<file path="config.mk">
export PLATFORM = sky130hd
export DESIGN_NAME = multi_channel_flow_pulse_rate_meter_core
export DESIGN_NICKNAME = d
export VERILOG_FILES = /design/src/sv/mcfprm_pkg.sv /design/src/sv/multi_channel_flow_pulse_rate_meter_core.sv
export SDC_FILE = /design/constraint.sdc
export NUM_CORES = 2
export LEC_CHECK = 0
export BUFFER_PORTS_ARGS = -buffer_cell sky130_fd_sc_hd__clkbuf_2
export CELL_PAD_IN_SITES_DETAIL_PLACEMENT = 0
export CELL_PAD_IN_SITES_GLOBAL_PLACEMENT = 1
export CORE_ASPECT_RATIO = 1.5
export CORE_MARGIN = 4
export CORE_UTILIZATION = 40
export DETAILED_ROUTE_END_ITERATION = 10
export PLACE_DENSITY_LB_ADDON = 0.05
export SLEW_MARGIN = 0
export SYNTH_ARGS = -nofsm -noshare
export SYNTH_HDL_FRONTEND = slang
export SYNTH_SLANG_ARGS = --single-unit
</file>
<file path="constraint.sdc">
create_clock -name clk_i -period 6.55 [get_ports clk_i]
set_input_delay 1.31 -clock clk_i [delete_from_list [all_inputs] [get_ports clk_i]]
set_output_delay 1.31 -clock clk_i [all_outputs]
set_load 0.03 [all_outputs]
</file>
<file path="src/sv/mcfprm_pkg.sv">
`timescale 1ns / 1ps
// ----------------------------------------------------------------------------
// mcfprm_pkg: shared definitions for the flow pulse rate meter
// Channel count, constants, operation codes and register indexes.
// ----------------------------------------------------------------------------
package mcfprm_pkg;

  // Number of pulse channels and the width of a channel index.
  localparam int unsigned CHANNELS = 3;
  localparam int unsigned CH_IDX_W = (CHANNELS > 1) ? $clog2(CHANNELS) : 1;

  // Number of pin bits carried by a sample.
  localparam int unsigned PIN_BITS = 3;

  // Milliseconds per minute, used as the serial multiplier constant.
  localparam logic [15:0] MS_PER_MINUTE = 16'd60000;

  // Reset value of the minimum window register.
  localparam logic [15:0] WINDOW_RESET = 16'd100;

  // Previous pin levels after reset.
  localparam logic [PIN_BITS-1:0] PINS_ALL_HIGH = 3'd7;

  // Operation codes carried in the input tuser.
  localparam logic [1:0] OP_SAMPLE = 2'd0;
  localparam logic [1:0] OP_RESET  = 2'd1;
  localparam logic [1:0] OP_READ   = 2'd2;

  // Configuration register indexes.
  localparam logic REG_MIN_WINDOW = 1'b0;

endpackage

</file>
<file path="src/sv/multi_channel_flow_pulse_rate_meter_core.sv">
`timescale 1ns / 1ps
// ----------------------------------------------------------------------------
// multi_channel_flow_pulse_rate_meter_core: three-channel pulse rate meter
// Counts falling edges per channel and reports pulses per minute, computed
// with a bit-serial multiplier and a bit-serial restoring divider.
// ----------------------------------------------------------------------------
// Pin samples and channel resets are taken in the idle state and give no result.
// A read that holds its rate, or names a bad channel, goes straight to the output state.
// A recomputing read runs 16 multiply steps by 60000, one saturation check and
// 32 divide steps; a saturated rate skips the divide.
// One item is worked on at a time; the input is ready again once the result
// sits in the output register. rst_ni clears all counters asynchronously.

module multi_channel_flow_pulse_rate_meter_core (
  input  logic        clk_i,
  input  logic        rst_ni,

  // Input stream
  input  logic        s_axis_tvalid_i,
  output logic        s_axis_tready_o,
  // tdata: pins[2:0], channel[5:3], now_ms[37:6], zero fill[39:38]
  input  logic [39:0] s_axis_tdata_i,
  // tuser: op[1:0]
  input  logic [1:0]  s_axis_tuser_i,

  // Result stream
  output logic        m_axis_tvalid_o,
  input  logic        m_axis_tready_i,
  // tdata: pulse_count[31:0], rate_per_min[63:32]
  output logic [63:0] m_axis_tdata_o,
  // tuser: rate_fresh[0], bad_channel[1]
  output logic [1:0]  m_axis_tuser_o,

  // Configuration port
  input  logic        psel,
  input  logic        penable,
  input  logic        pwrite,
  input  logic [2:0]  paddr,
  input  logic [31:0] pwdata,
  output logic [31:0] prdata,
  output logic        pready
);

  localparam int unsigned CH    = mcfprm_pkg::CHANNELS;
  localparam int unsigned IDX_W = mcfprm_pkg::CH_IDX_W;
  localparam int unsigned PB    = mcfprm_pkg::PIN_BITS;

  // Sequencer states
  localparam logic [2:0] ST_IDLE = 3'd0;
  localparam logic [2:0] ST_MUL  = 3'd1;
  localparam logic [2:0] ST_CHK  = 3'd2;
  localparam logic [2:0] ST_DIV  = 3'd3;
  localparam logic [2:0] ST_OUT  = 3'd4;

  // Configuration register
  logic [15:0] min_window_q;

  // Per-channel state
  logic [PB-1:0] prev_pins_q;
  logic [31:0]   edge_count_q   [CH];
  logic [31:0]   win_count_q    [CH];
  logic [31:0]   win_time_q     [CH];
  logic [31:0]   held_rate_q    [CH];

  // Sequencer and datapath
  logic [2:0]       state_q;
  logic [4:0]       cnt_q;
  logic [31:0]      delta_q;
  logic [31:0]      elapsed_q;
  logic [47:0]      acc_q;
  logic [31:0]      rem_q;
  logic [IDX_W-1:0] ch_q;

  // Pending result
  logic [31:0] res_count_q;
  logic [31:0] res_rate_q;
  logic        res_fresh_q;
  logic        res_bad_q;

  // Output register
  logic        out_valid_q;
  logic [63:0] out_data_q;
  logic [1:0]  out_user_q;

  // Input field decode
  logic [1:0]       in_op;
  logic [PB-1:0]    in_pins;
  logic [2:0]       in_channel;
  logic [31:0]      in_now;
  logic             in_fire;
  logic             ch_valid;
  logic [IDX_W-1:0] ch_idx;
  logic [31:0]      elapsed;
  logic [15:0]      window;
  logic             window_open;

  assign in_op      = s_axis_tuser_i;
  assign in_pins    = s_axis_tdata_i[2:0];
  assign in_channel = s_axis_tdata_i[5:3];
  assign in_now     = s_axis_tdata_i[37:6];

  assign s_axis_tready_o = (state_q == ST_IDLE);
  assign in_fire         = s_axis_tvalid_i && s_axis_tready_o;

  assign ch_valid = ({1'b0, in_channel} < 4'(CH));
  assign ch_idx   = in_channel[IDX_W-1:0];

  // Elapsed time since the window start and the effective minimum window.
  assign elapsed     = in_now - win_time_q[ch_idx];
  assign window      = (min_window_q == 16'd0) ? 16'd1 : min_window_q;
  assign window_open = (elapsed < {16'd0, window});

  // Divider step: shift one dividend bit into the partial remainder.
  logic [32:0] trial;
  logic        trial_ge;
  assign trial    = {rem_q, acc_q[31]};
  assign trial_ge = (trial >= {1'b0, elapsed_q});

  // Saturation check: the quotient overflows 32 bits when the upper product
  // bits already reach the divisor.
  logic saturate;
  assign saturate = ({16'd0, acc_q[47:32]} >= elapsed_q);

  logic out_load;
  assign out_load = (state_q == ST_OUT) && (!out_valid_q || m_axis_tready_i);

  // Configuration port
  logic cfg_write;
  assign cfg_write = psel && penable && pwrite && pready;
  assign pready    = 1'b1;
  assign prdata    = (paddr[2] == mcfprm_pkg::REG_MIN_WINDOW) ? {16'd0, min_window_q}
                                                              : 32'd0;

  always_ff @(posedge clk_i or negedge rst_ni) begin
    if (!rst_ni) begin
      min_window_q <= mcfprm_pkg::WINDOW_RESET;
    end else if (cfg_write && (paddr[2] == mcfprm_pkg::REG_MIN_WINDOW)) begin
      min_window_q <= pwdata[15:0];
    end
  end

  // Sequencer
  always_ff @(posedge clk_i or negedge rst_ni) begin
    if (!rst_ni) begin
      state_q <= ST_IDLE;
      cnt_q   <= '0;
    end else begin
      unique case (state_q)
        ST_IDLE: begin
          if (in_fire && (in_op == mcfprm_pkg::OP_READ)) begin
            if (ch_valid && !window_open) begin
              state_q <= ST_MUL;
              cnt_q   <= 5'd15;
            end else begin
              state_q <= ST_OUT;
            end
          end
        end
        ST_MUL: begin
          if (cnt_q == 5'd0) begin
            state_q <= ST_CHK;
          end else begin
            cnt_q <= cnt_q - 5'd1;
          end
        end
        ST_CHK: begin
          if (saturate) begin
            state_q <= ST_OUT;
          end else begin
            state_q <= ST_DIV;
            cnt_q   <= 5'd31;
          end
        end
        ST_DIV: begin
          if (cnt_q == 5'd0) begin
            state_q <= ST_OUT;
          end else begin
            cnt_q <= cnt_q - 5'd1;
          end
        end
        ST_OUT: begin
          if (out_load) begin
            state_q <= ST_IDLE;
          end
        end
        default: begin
          state_q <= ST_IDLE;
        end
      endcase
    end
  end

  // Datapath: operands, serial multiply, serial divide and pending result.
  always_ff @(posedge clk_i) begin
    case (state_q)
      ST_IDLE: begin
        if (in_fire && (in_op == mcfprm_pkg::OP_READ)) begin
          ch_q        <= ch_idx;
          delta_q     <= edge_count_q[ch_idx] - win_count_q[ch_idx];
          elapsed_q   <= elapsed;
          acc_q       <= '0;
          res_count_q <= ch_valid ? edge_count_q[ch_idx] : 32'd0;
          res_rate_q  <= (ch_valid && window_open) ? held_rate_q[ch_idx] : 32'd0;
          res_fresh_q <= ch_valid && !window_open;
          res_bad_q   <= !ch_valid;
        end
      end
      ST_MUL: begin
        // Multiplier bits of 60000 taken from the top down.
        acc_q <= {acc_q[46:0], 1'b0}
               + (mcfprm_pkg::MS_PER_MINUTE[cnt_q[3:0]] ? {16'd0, delta_q} : 48'd0);
      end
      ST_CHK: begin
        rem_q <= {16'd0, acc_q[47:32]};
        if (saturate) begin
          res_rate_q <= 32'hFFFF_FFFF;
        end
      end
      ST_DIV: begin
        rem_q        <= trial_ge ? 32'(trial - {1'b0, elapsed_q}) : trial[31:0];
        acc_q[31:0]  <= {acc_q[30:0], trial_ge};
        if (cnt_q == 5'd0) begin
          res_rate_q <= {acc_q[30:0], trial_ge};
        end
      end
      default: begin
      end
    endcase
  end

  // Per-channel counters, window marks and held rates.
  always_ff @(posedge clk_i or negedge rst_ni) begin
    if (!rst_ni) begin
      prev_pins_q <= mcfprm_pkg::PINS_ALL_HIGH;
      for (int c = 0; c < CH; c++) begin
        edge_count_q[c] <= '0;
        win_count_q[c]  <= '0;
        win_time_q[c]   <= '0;
        held_rate_q[c]  <= '0;
      end
    end else begin
      if (in_fire) begin
        case (in_op)
          mcfprm_pkg::OP_SAMPLE: begin
            // Count a falling edge where the pin was high and is now low.
            for (int c = 0; c < CH; c++) begin
              if (c < PB) begin
                if (prev_pins_q[c] && !in_pins[c]) begin
                  edge_count_q[c] <= edge_count_q[c] + 32'd1;
                end
              end
            end
            prev_pins_q <= in_pins;
          end
          mcfprm_pkg::OP_RESET: begin
            if (ch_valid) begin
              edge_count_q[ch_idx] <= '0;
              win_count_q[ch_idx]  <= '0;
              win_time_q[ch_idx]   <= in_now;
            end
          end
          mcfprm_pkg::OP_READ: begin
            // A recompute restarts the window at once; the rate follows later.
            if (ch_valid && !window_open) begin
              win_count_q[ch_idx] <= edge_count_q[ch_idx];
              win_time_q[ch_idx]  <= in_now;
            end
          end
          default: begin
          end
        endcase
      end
      if (out_load && res_fresh_q) begin
        held_rate_q[ch_q] <= res_rate_q;
      end
    end
  end

  // Output register
  always_ff @(posedge clk_i or negedge rst_ni) begin
    if (!rst_ni) begin
      out_valid_q <= 1'b0;
    end else if (out_load) begin
      out_valid_q <= 1'b1;
    end else if (m_axis_tready_i) begin
      out_valid_q <= 1'b0;
    end
  end

  always_ff @(posedge clk_i) begin
    if (out_load) begin
      out_data_q <= {res_rate_q, res_count_q};
      out_user_q <= {res_bad_q, res_fresh_q};
    end
  end

  assign m_axis_tvalid_o = out_valid_q;
  assign m_axis_tdata_o  = out_data_q;
  assign m_axis_tuser_o  = out_user_q;

endmodule

</file>
# After elaboration in Yosys (flattened, before gate mapping)
# Memory sizes are Yosys's and may differ from the RTL's.
# Index checks and enable logic that the tools add are counted.
[totals] register_bits=690 mem_bits_ro=16 inputBits=84 output_inout_bits=101 wordCells=175 memories=1
[classes] add_sub_neg=8 order_cmp=9 n_eq_ne=19 muxes=58 bitwise_logic=6 n_reduce_logical=45
[memory_table] name="(no name shown)" words=16 word_bits=1 read_ports=1 rd_ports_with_merged_regs=0 wr=0 line="multi_channel_flow_pulse_rate_meter_core.sv:211" text="+ (mcfprm_pkg::MS_PER_MINUTE[cnt_q[3:0]] ? {16'd0, delta_q} : 48'd0);"
[ops] operator="$mux 32" count=19
[ops] operator="$pmux 96 s2" count=3
[ops] operator="$mux 96" count=5
[ops] operator="$bwmux 96" count=3
[ops] operator="$bmux 32 s2" count=4
[ops] operator="$and 96x96->96" count=2
[ops] operator="$pmux 32 s3" count=2
[ops] operator="$demux 32 s2" count=2
[ops] operator="$add 32x1->32 const B" count=3
[ops] operator="$not 96->96" count=1
[ops] operator="$sub 32x32->32" count=3
[ops] operator="$pmux 32 s2" count=1
[ops] operator="$add 48x32->48" count=1
[ops] operator="$mux 48" count=1
[ops] operator="$ge 33x32->1" count=1
[ops] operator="$ge 16x32->1" count=1
[ops] operator="$lt 32x16->1" count=1
[ops] operator="$mux 16" count=2
[ops] operator="$pmux 16 s2" count=1
[ops] operator="$reduce_and 4->1" count=6
[ops] operator="$mux 5" count=4
[ops] operator="$ne 2x2->1 const B" count=10
[ops] operator="$mux 3" count=6
[ops] operator="$logic_not 16->1" count=1
[ops] operator="other kinds (27)" count=62

# Logic depth before layout (Yosys ltp)
[logic_depth] word_depth=11 mapped_depth=34 mapped_depth_nobuf=26

# Least setup slack after synthesis
# OpenSTA, ideal clock, no wires.
[synth_path] path_kind="input to register" start="in s_axis_tdata_i[4]" end="reg win_time_q[35] (netlist bit)" setup_time_ns=0.125 arrival_ns=7.683 required_time_ns=6.425 path_slack_ns=-1.257 path_stages=32 path_buffers=6 path_cell_list="clkbuf_1 > buf_1 > buf_1 > clkbuf_1 > mux2i_1 > nor2_1 > a21oi_1 > ha_1 > a21o_1 > or3_1 > nor2_1 > nor3_1 > nand2_1 > o21ai_0 > a21oi_1 > o21bai_1 > a21oi_1 > xnor2_1 > ha_1 > a21oi_1 > a21boi_0 > a2111oi_0 > o21ai_0 > a2111oi_0 > o2111ai_1 > nor4_1 > and4_1 > buf_4 > nor2_4 > o211ai_4 > buf_6 > mux2_2"
[synth_between] elab_chain_cells=10 word_cells_on_any_way=21 cone_classes="add/sub (1); order compare (4); eq/ne (2); mux (9); bitwise (1); reduce/logical (4)"
[synth_lines] element="start, declared" line="multi_channel_flow_pulse_rate_meter_core.sv:22" text="input logic [39:0] s_axis_tdata_i,"
[synth_lines] element="$not 2->3 (not written as such)" line="multi_channel_flow_pulse_rate_meter_core.sv:109" text="assign elapsed = in_now - win_time_q[ch_idx];"
[synth_lines] element="$bmux 32 s2" line="multi_channel_flow_pulse_rate_meter_core.sv:109"
[synth_lines] element="$mux 32 (not written as such) (2 in series)" line="multi_channel_flow_pulse_rate_meter_core.sv:109"
[synth_lines] element="$sub 32x32->32" line="multi_channel_flow_pulse_rate_meter_core.sv:109"
[synth_lines] element="net elapsed[13]" line="multi_channel_flow_pulse_rate_meter_core.sv:93" text="logic [31:0] elapsed;"
[synth_lines] element="$lt 32x16->1" line="multi_channel_flow_pulse_rate_meter_core.sv:111" text="assign window_open = (elapsed < {16'd0, window});"
[synth_lines] element="$logic_not 1->1" line="multi_channel_flow_pulse_rate_meter_core.sv:264" text="if (ch_valid && !window_open) begin"
[synth_lines] element="$logic_and 1x1->1" line="multi_channel_flow_pulse_rate_meter_core.sv:264"
[synth_lines] element="$ne 2x1->1 (no line)"
[synth_lines] element="$reduce_and 4->1 (no line)"
[synth_lines] element="end signal, assigned by index" line="multi_channel_flow_pulse_rate_meter_core.sv:259" text="win_time_q[ch_idx] <= in_now;"
[synth_lines] element="end signal, assigned by index" line="multi_channel_flow_pulse_rate_meter_core.sv:266" text="win_time_q[ch_idx] <= in_now;"
[synth_lines] element="end, declared" line="multi_channel_flow_pulse_rate_meter_core.sv:62" text="logic [31:0] win_time_q [CH];"
# The timed path passes the listed nets, and every way through them passes these cells. The select of a mux whose other input is x is not followed.
# A chain may end at the register's enable or synchronous reset.

# Worst setup path after layout
[layout_path] start="in s_axis_tdata_i[4]" end="reg win_time_q[40] (netlist bit)"
# The elaborated chain is that of the path after synthesis.

==> impl_metrics.yaml <==
critical_path:
  path_common_cell: "a21oi_2"
  path_buf_inv: 4
  slowest_delay_ps: 410
  critPathKind: "primary input to register"
  worst_setup_path_start_kind: "primary input"
  crit_family: "compound AO/OA/AOI/OAI gates"
  endpoint_kind: "register"
  required_ps: 7070
  cp-startpoint: "s_axis_tdata_i[4]"
  arrival_ps: 6790
  cpMaxStageDelayCell: "a2111oi_4"
  r2r_start: "win_time_q[68]"
  crit_fanout: 9
cts:
  cts_hold_buf: 0
  cts_buffer_depth: 3
  cts_tree: "done"
  clkTransAtPathRegs_ps: 60
  clk-insertion-delay-late_ps: 650
  cts-root-buf: "clkbuf_16"
  cts_inserted_buffers: 75
  cts.sinks: 690
  cts.htree.levels: 3
finish:
  final_area_mm2: 0.0439
  areaGrowthSynthToFinish_pct: 16.7
  final_nets: 4059
  antenna_cells: 0
  drive_gt1_share_pct: 19.5
placed_design:
  place_area_mm2: 0.0411
  dp_slack_ps: -1020
  gp_congestion: 0.842
  dpl.hpwl_um: 75500
  portBuffers: 147
logic_synthesis:
  yosysTopAreaCell: "dfrtp_1"
  synth_cells: 3559
  postSynthAreaPerCell_um2: 10.6
  synth-edff-count: 278
  syn-cell-area_mm2: 0.0376
  synth_ff_type: "dfrtp_1"
  synth.area.top_cells: "dfrtp_1 27%, edfxtp_1 22%, mux2_2 6.5%"
  yosysUniqueCellTypes: 75
  synthTopCellsByCount: "406 x dfrtp_1, 296 x o21ai_0, 279 x nand2_1"
  synthMostInstantiatedCell: "dfrtp_1"
  synth-async-reset-ratio_pct: 59.7
  ys_seq_area_share_pct: 49.6
  synth-seq-cells: 690
  yosysTopAreaCellShare_pct: 27.0
  yosys_warnings: 0
pwr:
  p_leak_uw: 0.0192
  peakVddDrop_mv: 0.215
  power_density_mw_per_mm2: 339
grt:
  grt_pass1_wl_um: 168000
  grt_max_degree: 131
  antenna_found_initial: 1
  grt-ovfl-total: 0
  track_usage_pct: 21.2
  grt_pass1_vias: 29400
timing:
  setup_ws_ps: 284
  worst_pin_slew_ps: 1170
  post-route-min-period_ps: 6270
  finalHoldViolCount: 0
  maxSlewHeadroom_pct: 21.6
  timing.hold.ws_ps: 414
  drv_slew: 0
  max_freq_ghz: 0.160
  min_period_over_period_pct: 95.7
  setup-violations-final: 0
  finalClockSkew_ps: 18.0
  rsz0062_at_grt: "no"
floorplanning:
  rows: 137
  die_area_mm2: 0.0991
  die_x_um: 258
  start_util_pct: 40.4
  fp.dieH_um: 384
  io_pins: 185
  coreArea_mm2: 0.0931
route:
  finalWirelength_um: 108000
  drc: 0
  vias: 28400
  ant_nets: 0
  wl_per_cell_um: 21.1
  firstDrtPassIters: 5
  drtIter0Drc: 1478
  vias_per_cell: 5.55
min_path:
  hold_class: "register to register"
  worstHoldStart: "res_count_q[31]"
run:
  maxCapViolations: 0
status:
  outcome: "complete, no violations"
-- placed cells by master, fill, tap and decap left out, types with 50 or more instances in the layout --
cell	count
a21o_1	64
a21oi_1	184
a22o_1	67
a31oi_1	95
buf_4	179
clkbuf_16	80
clkbuf_2	144
dfrtp_1	405
edfxtp_1	278
ha_1	158
inv_1	136
mux2_2	153
mux2_4	63
mux2i_1	158
nand2_1	278
nand3_1	72
nor2_1	244
nor2b_1	50
o21ai_0	292
xnor2_1	75
-- final cells by class --
cell class                      count  area [um^2]
Clock inverter                     40          359
Timing Repair Buffer              352         2610
Tap cell                         1251         1570
Multi-Input combinational cell   2554        18100
Clock buffer                       99         2070
Inverter                          138          522
Sequential cell                   690        18700
Fill cell                        8715        49200
-- kinds of logic (layout without fill, tap and decap cells) --
logic type      Yosys count  after routing  synth area share (%)
simple gates            946            946                  12.0
compound gates          938            938                  15.8
flops                   690            690                  49.6
mux                     374            374                  10.7
buf+inv                 330            629                  3.63
fa+ha+maj               164            164                  5.54
xor+xnor                115            115                  2.68
other cells               2             17                0.0200
-- report_power, final --
part | total, uW | internal [uW] | switching, uW
Combinational | 4810 | 2100 | 2710
Sequential | 5800 | 5330 | 477
Clock | 4250 | 2430 | 1820
Total | 14900 | 9860 | 5010
-- sequential cells by signal, indices dropped and copies added, names as in the netlist, 2 cells and up --
register        count
edge_count_q       96
held_rate_q        96
win_count_q        96
win_time_q         96
m_axis_tdata_o     64
acc_q              48
delta_q            32
elapsed_q          32
rem_q              32
res_count_q        32
res_rate_q         32
min_window_q       16
cnt_q               5
prev_pins_q         3
state_q             3
ch_q                2
m_axis_tuser_o      2
-- worst paths after layout --
kind                                           end  slack (ps)  depth (start not counted)
worst min register to register  m_axis_tdata_o[31]         410                          0
worst max register to register      win_time_q[40]         790                         29
worst max-delay path                win_time_q[40]         280                         30
min in group asynchronous          held_rate_q[71]         650                          1
worst min-delay path            m_axis_tdata_o[31]         410                          0
max in group asynchronous          held_rate_q[10]        4310                          2
-- through the flow --
stage	util [%]	setup TNS (ps)	std cells	power, uW
detailed placement	44.1	-199080	4970	10600
CTS	46.8	0	5114	15000
floorplan	-	-24510	3574	8990
finish	47.2	0	5124	14900
global route	47.2	0	5124	15800
global placement	44.1	-213830	4970	10500
-- what timing repair did --
item	in CTS	in global routing
endpoints found under the hold margin	0	0
pin swaps	1	12
buffers inserted	4	5
endpoints found under the setup margin	228	233
gates cloned	1	5
gates resized for setup	7	32
-- layer usage --
layer  share of wire, %  wire [um]  GRT usage [%]  up-vias
met5                  0          0              0        -
met4                2.8       3010           6.95        0
met3                3.6       3880           2.46      159
met2                 50      54200           37.5      578
met1                 43      46800           27.1    14100
li1                   -          -              -    13600
No activity file was read; power rests on OpenSTA's default activity.
